## config.mk

```make
export PLATFORM = sky130hd
export DESIGN_NAME = joystick_drive_mixer_expo_top
export DESIGN_NICKNAME = d
export VERILOG_FILES = /design/src/rtl/jdme_pkg.sv /design/src/rtl/joystick_drive_mixer_expo_top.sv /design/src/rtl/jdme_curve.sv
export SDC_FILE = /design/constraint.sdc
export NUM_CORES = 2
export LEC_CHECK = 0
export BUFFER_PORTS_ARGS = -buffer_cell sky130_fd_sc_hd__buf_4
export CAP_MARGIN = 20
export CORE_MARGIN = 10
export CORE_UTILIZATION = 56
export DETAILED_ROUTE_END_ITERATION = 8
export PLACE_DENSITY = 0.79
export SETUP_SLACK_MARGIN = 0.4
export SLEW_MARGIN = 20
export SYNTH_ARGS = -nofsm -noshare
export SYNTH_HDL_FRONTEND = slang
export SYNTH_SLANG_ARGS = --single-unit
```

## constraint.sdc

```tcl
create_clock -name clk -period 23.8 [get_ports clk]
set_clock_uncertainty 0.05 [all_clocks]
set_input_delay 3.57 -clock clk [delete_from_list [all_inputs] [get_ports clk]]
set_output_delay 3.57 -clock clk [all_outputs]
set_load 0.005 [all_outputs]
```

## src/rtl/jdme_pkg.sv

```systemverilog
// Shared constants, types and the power-of-two table for the joystick drive mixer.
package jdme_pkg;

  localparam int STICK_W = 8;
  localparam int SCALE_W = 9;
  localparam int SHAPED_W = 12;
  localparam int VEL_W = 13;
  localparam int IN_DATA_W = 32;
  localparam int OUT_DATA_W = 32;
  localparam int CFG_IDX_W = 2;
  localparam int CFG_DATA_W = 9;

  localparam logic [SCALE_W-1:0] CURVE_MAX = 9'd320;
  localparam logic [31:0] LOG2_K = 32'd24202;
  localparam logic [18:0] RECIP_127 = 19'd264208;
  localparam logic signed [VEL_W:0] OUT_LIMIT = 14'sd4064;

  localparam logic [CFG_IDX_W-1:0] CFG_DRIVE_MODE = 2'd0;
  localparam logic [CFG_IDX_W-1:0] CFG_THROTTLE_SIGN = 2'd1;
  localparam logic [CFG_IDX_W-1:0] CFG_THROTTLE_CURVE = 2'd2;
  localparam logic [CFG_IDX_W-1:0] CFG_TURN_CURVE = 2'd3;

  typedef enum logic [1:0] {
    MODE_ARCADE = 2'd0,
    MODE_TANK = 2'd1,
    MODE_REV_ARCADE = 2'd2,
    MODE_CURVATURE = 2'd3
  } drive_mode_t;

  // 2^(-i/16) in Q15
  function automatic logic [15:0] pow2_val(input logic [4:0] i);
    logic [15:0] v;
    case (i)
      5'd0: v = 16'd32768;
      5'd1: v = 16'd31379;
      5'd2: v = 16'd30048;
      5'd3: v = 16'd28774;
      5'd4: v = 16'd27554;
      5'd5: v = 16'd26386;
      5'd6: v = 16'd25268;
      5'd7: v = 16'd24197;
      5'd8: v = 16'd23170;
      5'd9: v = 16'd22188;
      5'd10: v = 16'd21247;
      5'd11: v = 16'd20346;
      5'd12: v = 16'd19484;
      5'd13: v = 16'd18658;
      5'd14: v = 16'd17867;
      5'd15: v = 16'd17109;
      5'd16: v = 16'd16384;
      default: v = 16'd16384;
    endcase
    return v;
  endfunction

endpackage

```

## src/rtl/joystick_drive_mixer_expo_top.sv

```systemverilog
// Top level of the joystick drive mixer: stick routing, two curve pipes, mixing and output.
//
// Usage:
//   Input beats on in_tvalid/in_tready carry one sample of four stick axes in in_tdata.
//   Output beats on out_tvalid/out_tready carry the left and right wheel commands, signed
//   with 4 fractional bits, saturated to +/-4064. Every input beat gives one output beat,
//   in order.
//   Configuration is written through cfg_wr_en/cfg_index/cfg_data while the block is idle:
//   index 0 drive mode, 1 throttle sign, 2 throttle curve, 3 turn curve. Curve values above
//   320 are clamped on write; a sign of -2 is stored as -1.
//   Each input beat passes in order through an input register, four curve
//   stages (scale product, exponent multiply, table interpolation, final scaling) and
//   three mixing stages (curvature product, reciprocal multiply by 1/127, correction
//   and sum). Throughput is one sample per cycle while the receiver takes every beat.
//   Every stage has its own valid bit and loads whenever the stage after it can take its
//   beat, so bubbles close up while the receiver stalls and in_tready drops only once the
//   whole pipe is full. Nothing is dropped or repeated.
//   Reset clears all valid bits and loads the default configuration: arcade mode,
//   throttle sign +1, both curves off.
module joystick_drive_mixer_expo_top (
  input  logic                                clk,
  input  logic                                rst_n,
  input  logic                                in_tvalid,
  output logic                                in_tready,
  // left_stick_x, left_stick_y, right_stick_x, right_stick_y (8 bits each)
  input  logic [jdme_pkg::IN_DATA_W-1:0]      in_tdata,
  output logic                                out_tvalid,
  input  logic                                out_tready,
  // left_velocity (13), right_velocity (13), zero pad (6)
  output logic [jdme_pkg::OUT_DATA_W-1:0]     out_tdata,
  input  logic                                cfg_wr_en,
  input  logic [jdme_pkg::CFG_IDX_W-1:0]      cfg_index,
  input  logic [jdme_pkg::CFG_DATA_W-1:0]     cfg_data
);

  localparam int NSTG = 8;

  jdme_pkg::drive_mode_t                 mode_r;
  logic signed [1:0]                     sign_r;
  logic [jdme_pkg::SCALE_W-1:0]          thr_curve_r;
  logic [jdme_pkg::SCALE_W-1:0]          turn_curve_r;
  logic [jdme_pkg::SCALE_W-1:0]          curve_wr;

  logic [NSTG-1:0] vld_r;
  logic [NSTG-1:0] rdy;
  logic [NSTG-1:0] ld;
  logic [NSTG-1:0] up_vld;

  logic signed [7:0] lx, ly, rx, ry;
  logic signed [7:0] thr_src, thr_x, turn_x;
  logic signed [7:0] thr_x_r, turn_x_r;

  logic signed [jdme_pkg::SHAPED_W-1:0] t_sh, u_sh;

  logic [10:0] at_m, au_m;
  logic signed [jdme_pkg::SHAPED_W-1:0] t1_r, u1_r;
  logic [21:0] p1_r;

  logic [21:0] w_sum;
  logic [17:0] w_m;
  logic [36:0] q_prod;
  logic signed [jdme_pkg::SHAPED_W-1:0] t2_r, u2_r;
  logic [17:0] w2_r;
  logic [11:0] q2_r;

  logic [18:0] q127;
  logic [18:0] rem_m;
  logic [11:0] k_m;
  logic signed [jdme_pkg::SHAPED_W-1:0] ks_m;
  logic signed [jdme_pkg::VEL_W:0] l_sum, r_sum;
  logic signed [jdme_pkg::VEL_W-1:0] l_r, r_r;

  function automatic logic signed [7:0] clamp_stick(input logic [7:0] raw);
    return (raw == 8'h80) ? 8'sh81 : $signed(raw);
  endfunction

  function automatic logic signed [jdme_pkg::VEL_W-1:0] sat_vel(
    input logic signed [jdme_pkg::VEL_W:0] v
  );
    logic signed [jdme_pkg::VEL_W:0] c;
    if (v > jdme_pkg::OUT_LIMIT) c = jdme_pkg::OUT_LIMIT;
    else if (v < -jdme_pkg::OUT_LIMIT) c = -jdme_pkg::OUT_LIMIT;
    else c = v;
    return c[jdme_pkg::VEL_W-1:0];
  endfunction

  // configuration
  assign curve_wr = (cfg_data > jdme_pkg::CURVE_MAX) ? jdme_pkg::CURVE_MAX : cfg_data;

  always_ff @(posedge clk) begin
    if (!rst_n) begin
      mode_r <= jdme_pkg::MODE_ARCADE;
      sign_r <= 2'sd1;
      thr_curve_r <= '0;
      turn_curve_r <= '0;
    end else if (cfg_wr_en) begin
      case (cfg_index)
        jdme_pkg::CFG_DRIVE_MODE: mode_r <= jdme_pkg::drive_mode_t'(cfg_data[1:0]);
        jdme_pkg::CFG_THROTTLE_SIGN: sign_r <= (cfg_data[1:0] == 2'b10) ? -2'sd1
                                                                        : $signed(cfg_data[1:0]);
        jdme_pkg::CFG_THROTTLE_CURVE: thr_curve_r <= curve_wr;
        jdme_pkg::CFG_TURN_CURVE: turn_curve_r <= curve_wr;
        default: ;
      endcase
    end
  end

  // stage handshake: a stage loads when it is empty or its beat moves on
  always_comb begin
    rdy[NSTG-1] = !vld_r[NSTG-1] || out_tready;
    for (int i = NSTG - 2; i >= 0; i--) begin
      rdy[i] = !vld_r[i] || rdy[i+1];
    end
    up_vld = {vld_r[NSTG-2:0], in_tvalid};
    ld = rdy & up_vld;
  end

  always_ff @(posedge clk) begin
    if (!rst_n) begin
      vld_r <= '0;
    end else begin
      for (int i = 0; i < NSTG; i++) begin
        if (rdy[i]) vld_r[i] <= up_vld[i];
      end
    end
  end

  assign in_tready = rdy[0];

  // stage 0: route sticks by mode
  always_comb begin
    lx = clamp_stick(in_tdata[7:0]);
    ly = clamp_stick(in_tdata[15:8]);
    rx = clamp_stick(in_tdata[23:16]);
    ry = clamp_stick(in_tdata[31:24]);
    thr_src = (mode_r == jdme_pkg::MODE_REV_ARCADE) ? ry : ly;
    case (sign_r)
      2'sd1: thr_x = thr_src;
      -2'sd1: thr_x = -thr_src;
      default: thr_x = '0;
    endcase
    case (mode_r)
      jdme_pkg::MODE_TANK: turn_x = ry;
      jdme_pkg::MODE_REV_ARCADE: turn_x = lx;
      default: turn_x = rx;
    endcase
  end

  always_ff @(posedge clk) begin
    if (ld[0]) begin
      thr_x_r <= thr_x;
      turn_x_r <= turn_x;
    end
  end

  // stages 1-4: curves
  jdme_curve u_thr_curve (
    .clk   (clk),
    .ld    (ld[4:1]),
    .x_in  (thr_x_r),
    .scale (thr_curve_r),
    .y_out (t_sh)
  );

  jdme_curve u_turn_curve (
    .clk   (clk),
    .ld    (ld[4:1]),
    .x_in  (turn_x_r),
    .scale (turn_curve_r),
    .y_out (u_sh)
  );

  // stage 5: curvature product
  always_comb begin
    at_m = t_sh[11] ? 11'(-t_sh) : t_sh[10:0];
    au_m = u_sh[11] ? 11'(-u_sh) : u_sh[10:0];
  end

  always_ff @(posedge clk) begin
    if (ld[5]) begin
      t1_r <= t_sh;
      u1_r <= u_sh;
      p1_r <= 22'(at_m) * 22'(au_m);
    end
  end

  // stage 6: divide by 2032 as shift by 4 then reciprocal of 127
  always_comb begin
    w_sum = p1_r + 22'd1016;
    w_m = w_sum[21:4];
    q_prod = 37'(w_m) * 37'(jdme_pkg::RECIP_127);
  end

  always_ff @(posedge clk) begin
    if (ld[6]) begin
      t2_r <= t1_r;
      u2_r <= u1_r;
      w2_r <= w_m;
      q2_r <= q_prod[36:25];
    end
  end

  // stage 7: correct quotient, mix, saturate
  always_comb begin
    q127 = {q2_r, 7'b0} - 19'(q2_r);
    rem_m = 19'(w2_r) - q127;
    k_m = (rem_m >= 19'd127) ? q2_r + 12'd1 : q2_r;
    ks_m = u2_r[11] ? -$signed(k_m) : $signed(k_m);
    case (mode_r)
      jdme_pkg::MODE_TANK: begin
        l_sum = 14'(t2_r);
        r_sum = 14'(u2_r);
      end
      jdme_pkg::MODE_CURVATURE: begin
        if (t2_r == '0) begin
          l_sum = 14'(u2_r);
          r_sum = -14'(u2_r);
        end else begin
          l_sum = 14'(t2_r) + 14'(ks_m);
          r_sum = 14'(t2_r) - 14'(ks_m);
        end
      end
      default: begin
        l_sum = 14'(t2_r) + 14'(u2_r);
        r_sum = 14'(t2_r) - 14'(u2_r);
      end
    endcase
  end

  always_ff @(posedge clk) begin
    if (ld[7]) begin
      l_r <= sat_vel(l_sum);
      r_r <= sat_vel(r_sum);
    end
  end

  assign out_tvalid = vld_r[NSTG-1];
  assign out_tdata = {6'b0, r_r, l_r};

endmodule

```

## src/rtl/jdme_curve.sv

```systemverilog
// Four-stage exponential stick curve: scale product, log2 exponent, table, final shift.
module jdme_curve (
  input  logic                                clk,
  input  logic [3:0]                          ld,
  input  logic signed [jdme_pkg::STICK_W-1:0] x_in,
  input  logic [jdme_pkg::SCALE_W-1:0]        scale,
  output logic signed [jdme_pkg::SHAPED_W-1:0] y_out
);

  logic [7:0]  neg_x;
  logic [6:0]  mag_a;
  logic [6:0]  dist_a;
  logic [15:0] sd_a;

  logic        neg_a_r;
  logic [6:0]  mag_a_r;
  logic [15:0] sd_a_r;

  logic [31:0] e_full;
  logic        neg_b_r;
  logic [6:0]  mag_b_r;
  logic [13:0] e_b_r;

  logic [3:0]  idx_c;
  logic [7:0]  rem_c;
  logic [15:0] hi_c;
  logic [15:0] lo_c;
  logic [15:0] diff_c;
  logic [19:0] corr_c;
  logic [15:0] v_c;
  logic        neg_c_r;
  logic [6:0]  mag_c_r;
  logic [1:0]  n_c_r;
  logic [15:0] v_c_r;

  logic [27:0] prod_d;
  logic [27:0] sum_d;
  logic [27:0] shr_d;
  logic [11:0] ymag_d;
  logic signed [jdme_pkg::SHAPED_W-1:0] y_r;

  always_comb begin
    neg_x = 8'(-x_in);
    mag_a = x_in[7] ? neg_x[6:0] : x_in[6:0];
    dist_a = 7'd127 - mag_a;
    sd_a = 16'(scale) * 16'(dist_a);
  end

  always_comb begin
    e_full = 32'(sd_a_r) * jdme_pkg::LOG2_K + 32'd32768;
  end

  always_comb begin
    idx_c = e_b_r[11:8];
    rem_c = e_b_r[7:0];
    hi_c = jdme_pkg::pow2_val({1'b0, idx_c});
    lo_c = jdme_pkg::pow2_val(5'({1'b0, idx_c}) + 5'd1);
    diff_c = hi_c - lo_c;
    corr_c = 20'(diff_c) * 20'(rem_c) + 20'd128;
    v_c = hi_c - 16'(corr_c[19:8]);
  end

  always_comb begin
    prod_d = 28'({mag_c_r, 4'b0000}) * 28'(v_c_r);
    sum_d = prod_d + (28'd1 << (5'd14 + 5'(n_c_r)));
    shr_d = sum_d >> (5'd15 + 5'(n_c_r));
    ymag_d = {1'b0, shr_d[10:0]};
  end

  always_ff @(posedge clk) begin
    if (ld[0]) begin
      neg_a_r <= x_in[7];
      mag_a_r <= mag_a;
      sd_a_r <= sd_a;
    end
    if (ld[1]) begin
      neg_b_r <= neg_a_r;
      mag_b_r <= mag_a_r;
      e_b_r <= e_full[29:16];
    end
    if (ld[2]) begin
      neg_c_r <= neg_b_r;
      mag_c_r <= mag_b_r;
      n_c_r <= e_b_r[13:12];
      v_c_r <= v_c;
    end
    if (ld[3]) begin
      y_r <= neg_c_r ? -$signed(ymag_d) : $signed(ymag_d);
    end
  end

  assign y_out = y_r;

endmodule
```

==> flow_metrics.env <==
export IMPL_initial_core_util_pct=56.69
export IMPL_vias=42820
export IMPL_synth_edff_count=307
export IMPL_maxCapViolCount=0
export IMPL_cts_root_buf="clkbuf_16"
export IMPL_viasPerCell=5.779
export IMPL_wl_per_cell_um=17.14
export IMPL_end_kind="register"
export IMPL_grt_overflow=0
export IMPL_grt_pass1_wl_um=215000
export IMPL_clkLatencyLatePin_ps=610
export IMPL_ys_seq_area_share_pct=18.69
export IMPL_fillers=8278
export IMPL_hold_viol=0
export IMPL_ios=82
export IMPL_synth_common_cells="inv_1 (898), ha_1 (790), nand2_1 (651)"
export IMPL_num_rows=115
export IMPL_drive_gt1_share_pct=4.035
export IMPL_path_depth=38
export IMPL_avgSynthCellArea_um2=9.226
export IMPL_cts_buffer_depth=3
export IMPL_outcome="completed"
export IMPL_tightestPinTransition_ps=1082
export IMPL_path_max_fanout=17
export IMPL_synth_area_top_cells="fa_1 (21%), ha_1 (18%), edfxtp_1 (16%)"
export IMPL_drtPass1Iterations=8
export IMPL_slew_headroom_pct=27.36
export IMPL_cts_sinks=369
export IMPL_tritoncts="built"
export IMPL_hpwl_um=103100
export IMPL_routabilityCongestion=0.9184
export IMPL_netlist_area_um2=55960
export IMPL_core_um2=98710
export IMPL_postSynthCellCount=6065
export IMPL_hp_class="reg -> reg"
export IMPL_synth_top_area_cell="fa_1"
export IMPL_drc=0
export IMPL_antennaDiodeCount=0
export IMPL_r2r_slack_ps=12660
export IMPL_synthDistinctLibCells=123
export IMPL_crit_family="adder cells"
export IMPL_post_cts_setup_buffers=0
export IMPL_yosys_warnings=0
export IMPL_die_w_um=336.1
export IMPL_path_clk_slew_ps=70
export IMPL_cts_made_buffers=42
export IMPL_synthArstFlopShare_pct=0
export IMPL_cts_resized=0
export IMPL_endpoint="u_thr_curve.v_c_r[15]"
export IMPL_routed_wl_um=127000
export IMPL_critPathLaunch="u_thr_curve.e_b_r[8]"
export IMPL_path_buf_inv=3
export IMPL_r2r_cells=38
export IMPL_fin_nets=7522
export IMPL_antenna_found_initial=0
export IMPL_critPathRequiredTime_ps=24110
export IMPL_critPathArrivalTime_ps=11440
export IMPL_ant_nets=0
export IMPL_cpPeakStageDelay_ps=640
export IMPL_portBuffers=75
export IMPL_cts_hold_buf=0
export IMPL_drtIter0Drc=2980
export IMPL_cp_slowest_cell="ha_1"
export IMPL_fin_tns_setup_ps=0
export IMPL_fmax_mhz=89.78
export IMPL_die_y_um=336.1
export IMPL_fin_crit_sh_pct=46.80
export IMPL_grt_usage_pct=22.69
export IMPL_rsz0062_at_grt="false"
export IMPL_fp_dieArea_um2=113000
export IMPL_r2r_start="u_thr_curve.e_b_r[8]"
export IMPL_first_global_vias=44402
export IMPL_grt_max_degree=55
export IMPL_yosys_cell_count_top_type="inv_1"
export IMPL_area_growth_pct=5.935
export IMPL_setup_viol_count_final=0
export IMPL_r2r_end="u_thr_curve.v_c_r[15]"
export IMPL_synth_ff_type="edfxtp_1"
export IMPL_crit_type="reg -> reg"
export IMPL_synth_top_area_share_pct=21.32
export IMPL_fin_crit_ps=11140
export IMPL_synth_seq_cells=369
export IMPL_slew_viol_final=0
export IMPL_ctsHtreeMaxLevel=2
export IMPL_path_common_cell="ha_1"
export IMPL_cp_start_kind="register"
## stage by stage
step	utilization (%)	instance area, um^2	cells	hold WS [ps]	worst slack (ps)
after floorplan	-	56110	6106	350.3	14290
after global placement	58.56	57800	7330	350.6	12970
after detailed placement	58.56	57800	7330	354.5	12850
after CTS	60.02	59250	7408	351.1	12780
after global routing	60.05	59280	7409	365.2	11780
final	60.05	59280	7409	353.1	12660
## routing by layer
layer  part of all wire, %  track usage (%)
met4                   3.3            7.487
met2                    50            40.50
met1                    42            28.34
met5                     0                0
met3                   5.0            2.542
## worst min path at each step
stage | from | end | cells after the start
floorplan | t1_r[0] | t2_r[0] | 0
global placement | u_thr_curve.mag_a_r[1] | u_thr_curve.mag_b_r[1] | 0
detailed placement | u1_r[11] | u2_r[11] | 0
CTS | u1_r[2] | u2_r[2] | 0
global route | u1_r[3] | u2_r[3] | 0
finish | u1_r[2] | u2_r[2] | 0
## placed cells by master (no fill, tap or decap), types with 35 or more instances in the layout
| cell | netlist | final |
|---|---|---|
| a21boi_0 | 45 | 43 |
| a21o_1 | 62 | 62 |
| a21oi_1 | 245 | 245 |
| and2_1 | 297 | 297 |
| and3_1 | 54 | 54 |
| buf_4 | 9 | 87 |
| clkbuf_16 | 0 | 44 |
| conb_1 | 1 | 42 |
| dfxtp_1 | 62 | 62 |
| edfxtp_1 | 307 | 307 |
| fa_1 | 596 | 596 |
| ha_1 | 790 | 790 |
| inv_1 | 898 | 898 |
| nand2_1 | 651 | 651 |
| nand2b_1 | 56 | 56 |
| nand3_1 | 104 | 104 |
| nor2_1 | 298 | 298 |
| nor2b_1 | 72 | 68 |
| nor3_1 | 102 | 102 |
| nor4_1 | 35 | 35 |
| o211ai_1 | 47 | 47 |
| o21a_1 | 51 | 51 |
| o21ai_0 | 204 | 203 |
| xnor2_1 | 277 | 277 |
| xor2_1 | 111 | 111 |
## sequential cells by signal (all words and copies together), names as in the netlist, 14 cells and up
signal and cells:
p1_r 19, u_turn_curve.sd_a_r 16, u_turn_curve.hi_c 16, w2_r 18
u_thr_curve.hi_c 16, u_thr_curve.sd_a_r 16, u_thr_curve.e_b_r 14, u_turn_curve.e_b_r 14
u_thr_curve.v_c_r 16, u_turn_curve.v_c_r 16
## cell type report
cell class	instances	area, um^2	area share (%)
Timing Repair Buffer	88	664.4	1.121
Clock inverter	24	266.5	0.4496
Clock buffer	54	1180	1.990
Inverter	901	3382	5.705
Sequential cell	369	10460	17.65
Multi-Input combinational cell	4686	41710	70.37
Tap cell	1287	1610	2.717
## kinds of logic (layout without fill, tap and decap cells)
logic type / after synthesis / after routing / synth area share (%)
compound gates: 990 / 990 / 11.82
simple gates: 1823 / 1823 / 16.08
flops: 369 / 369 / 18.69
buf+inv: 1051 / 1067 / 7.158
mux: 49 / 49 / 0.9503
fa+ha+maj: 1390 / 1390 / 39.06
other cells: 1 / 42 / 0.006702
xor+xnor: 392 / 392 / 6.232
Power is not shown: default switching activity piles up to over one toggle a cycle in this logic, so the estimate is an artifact.
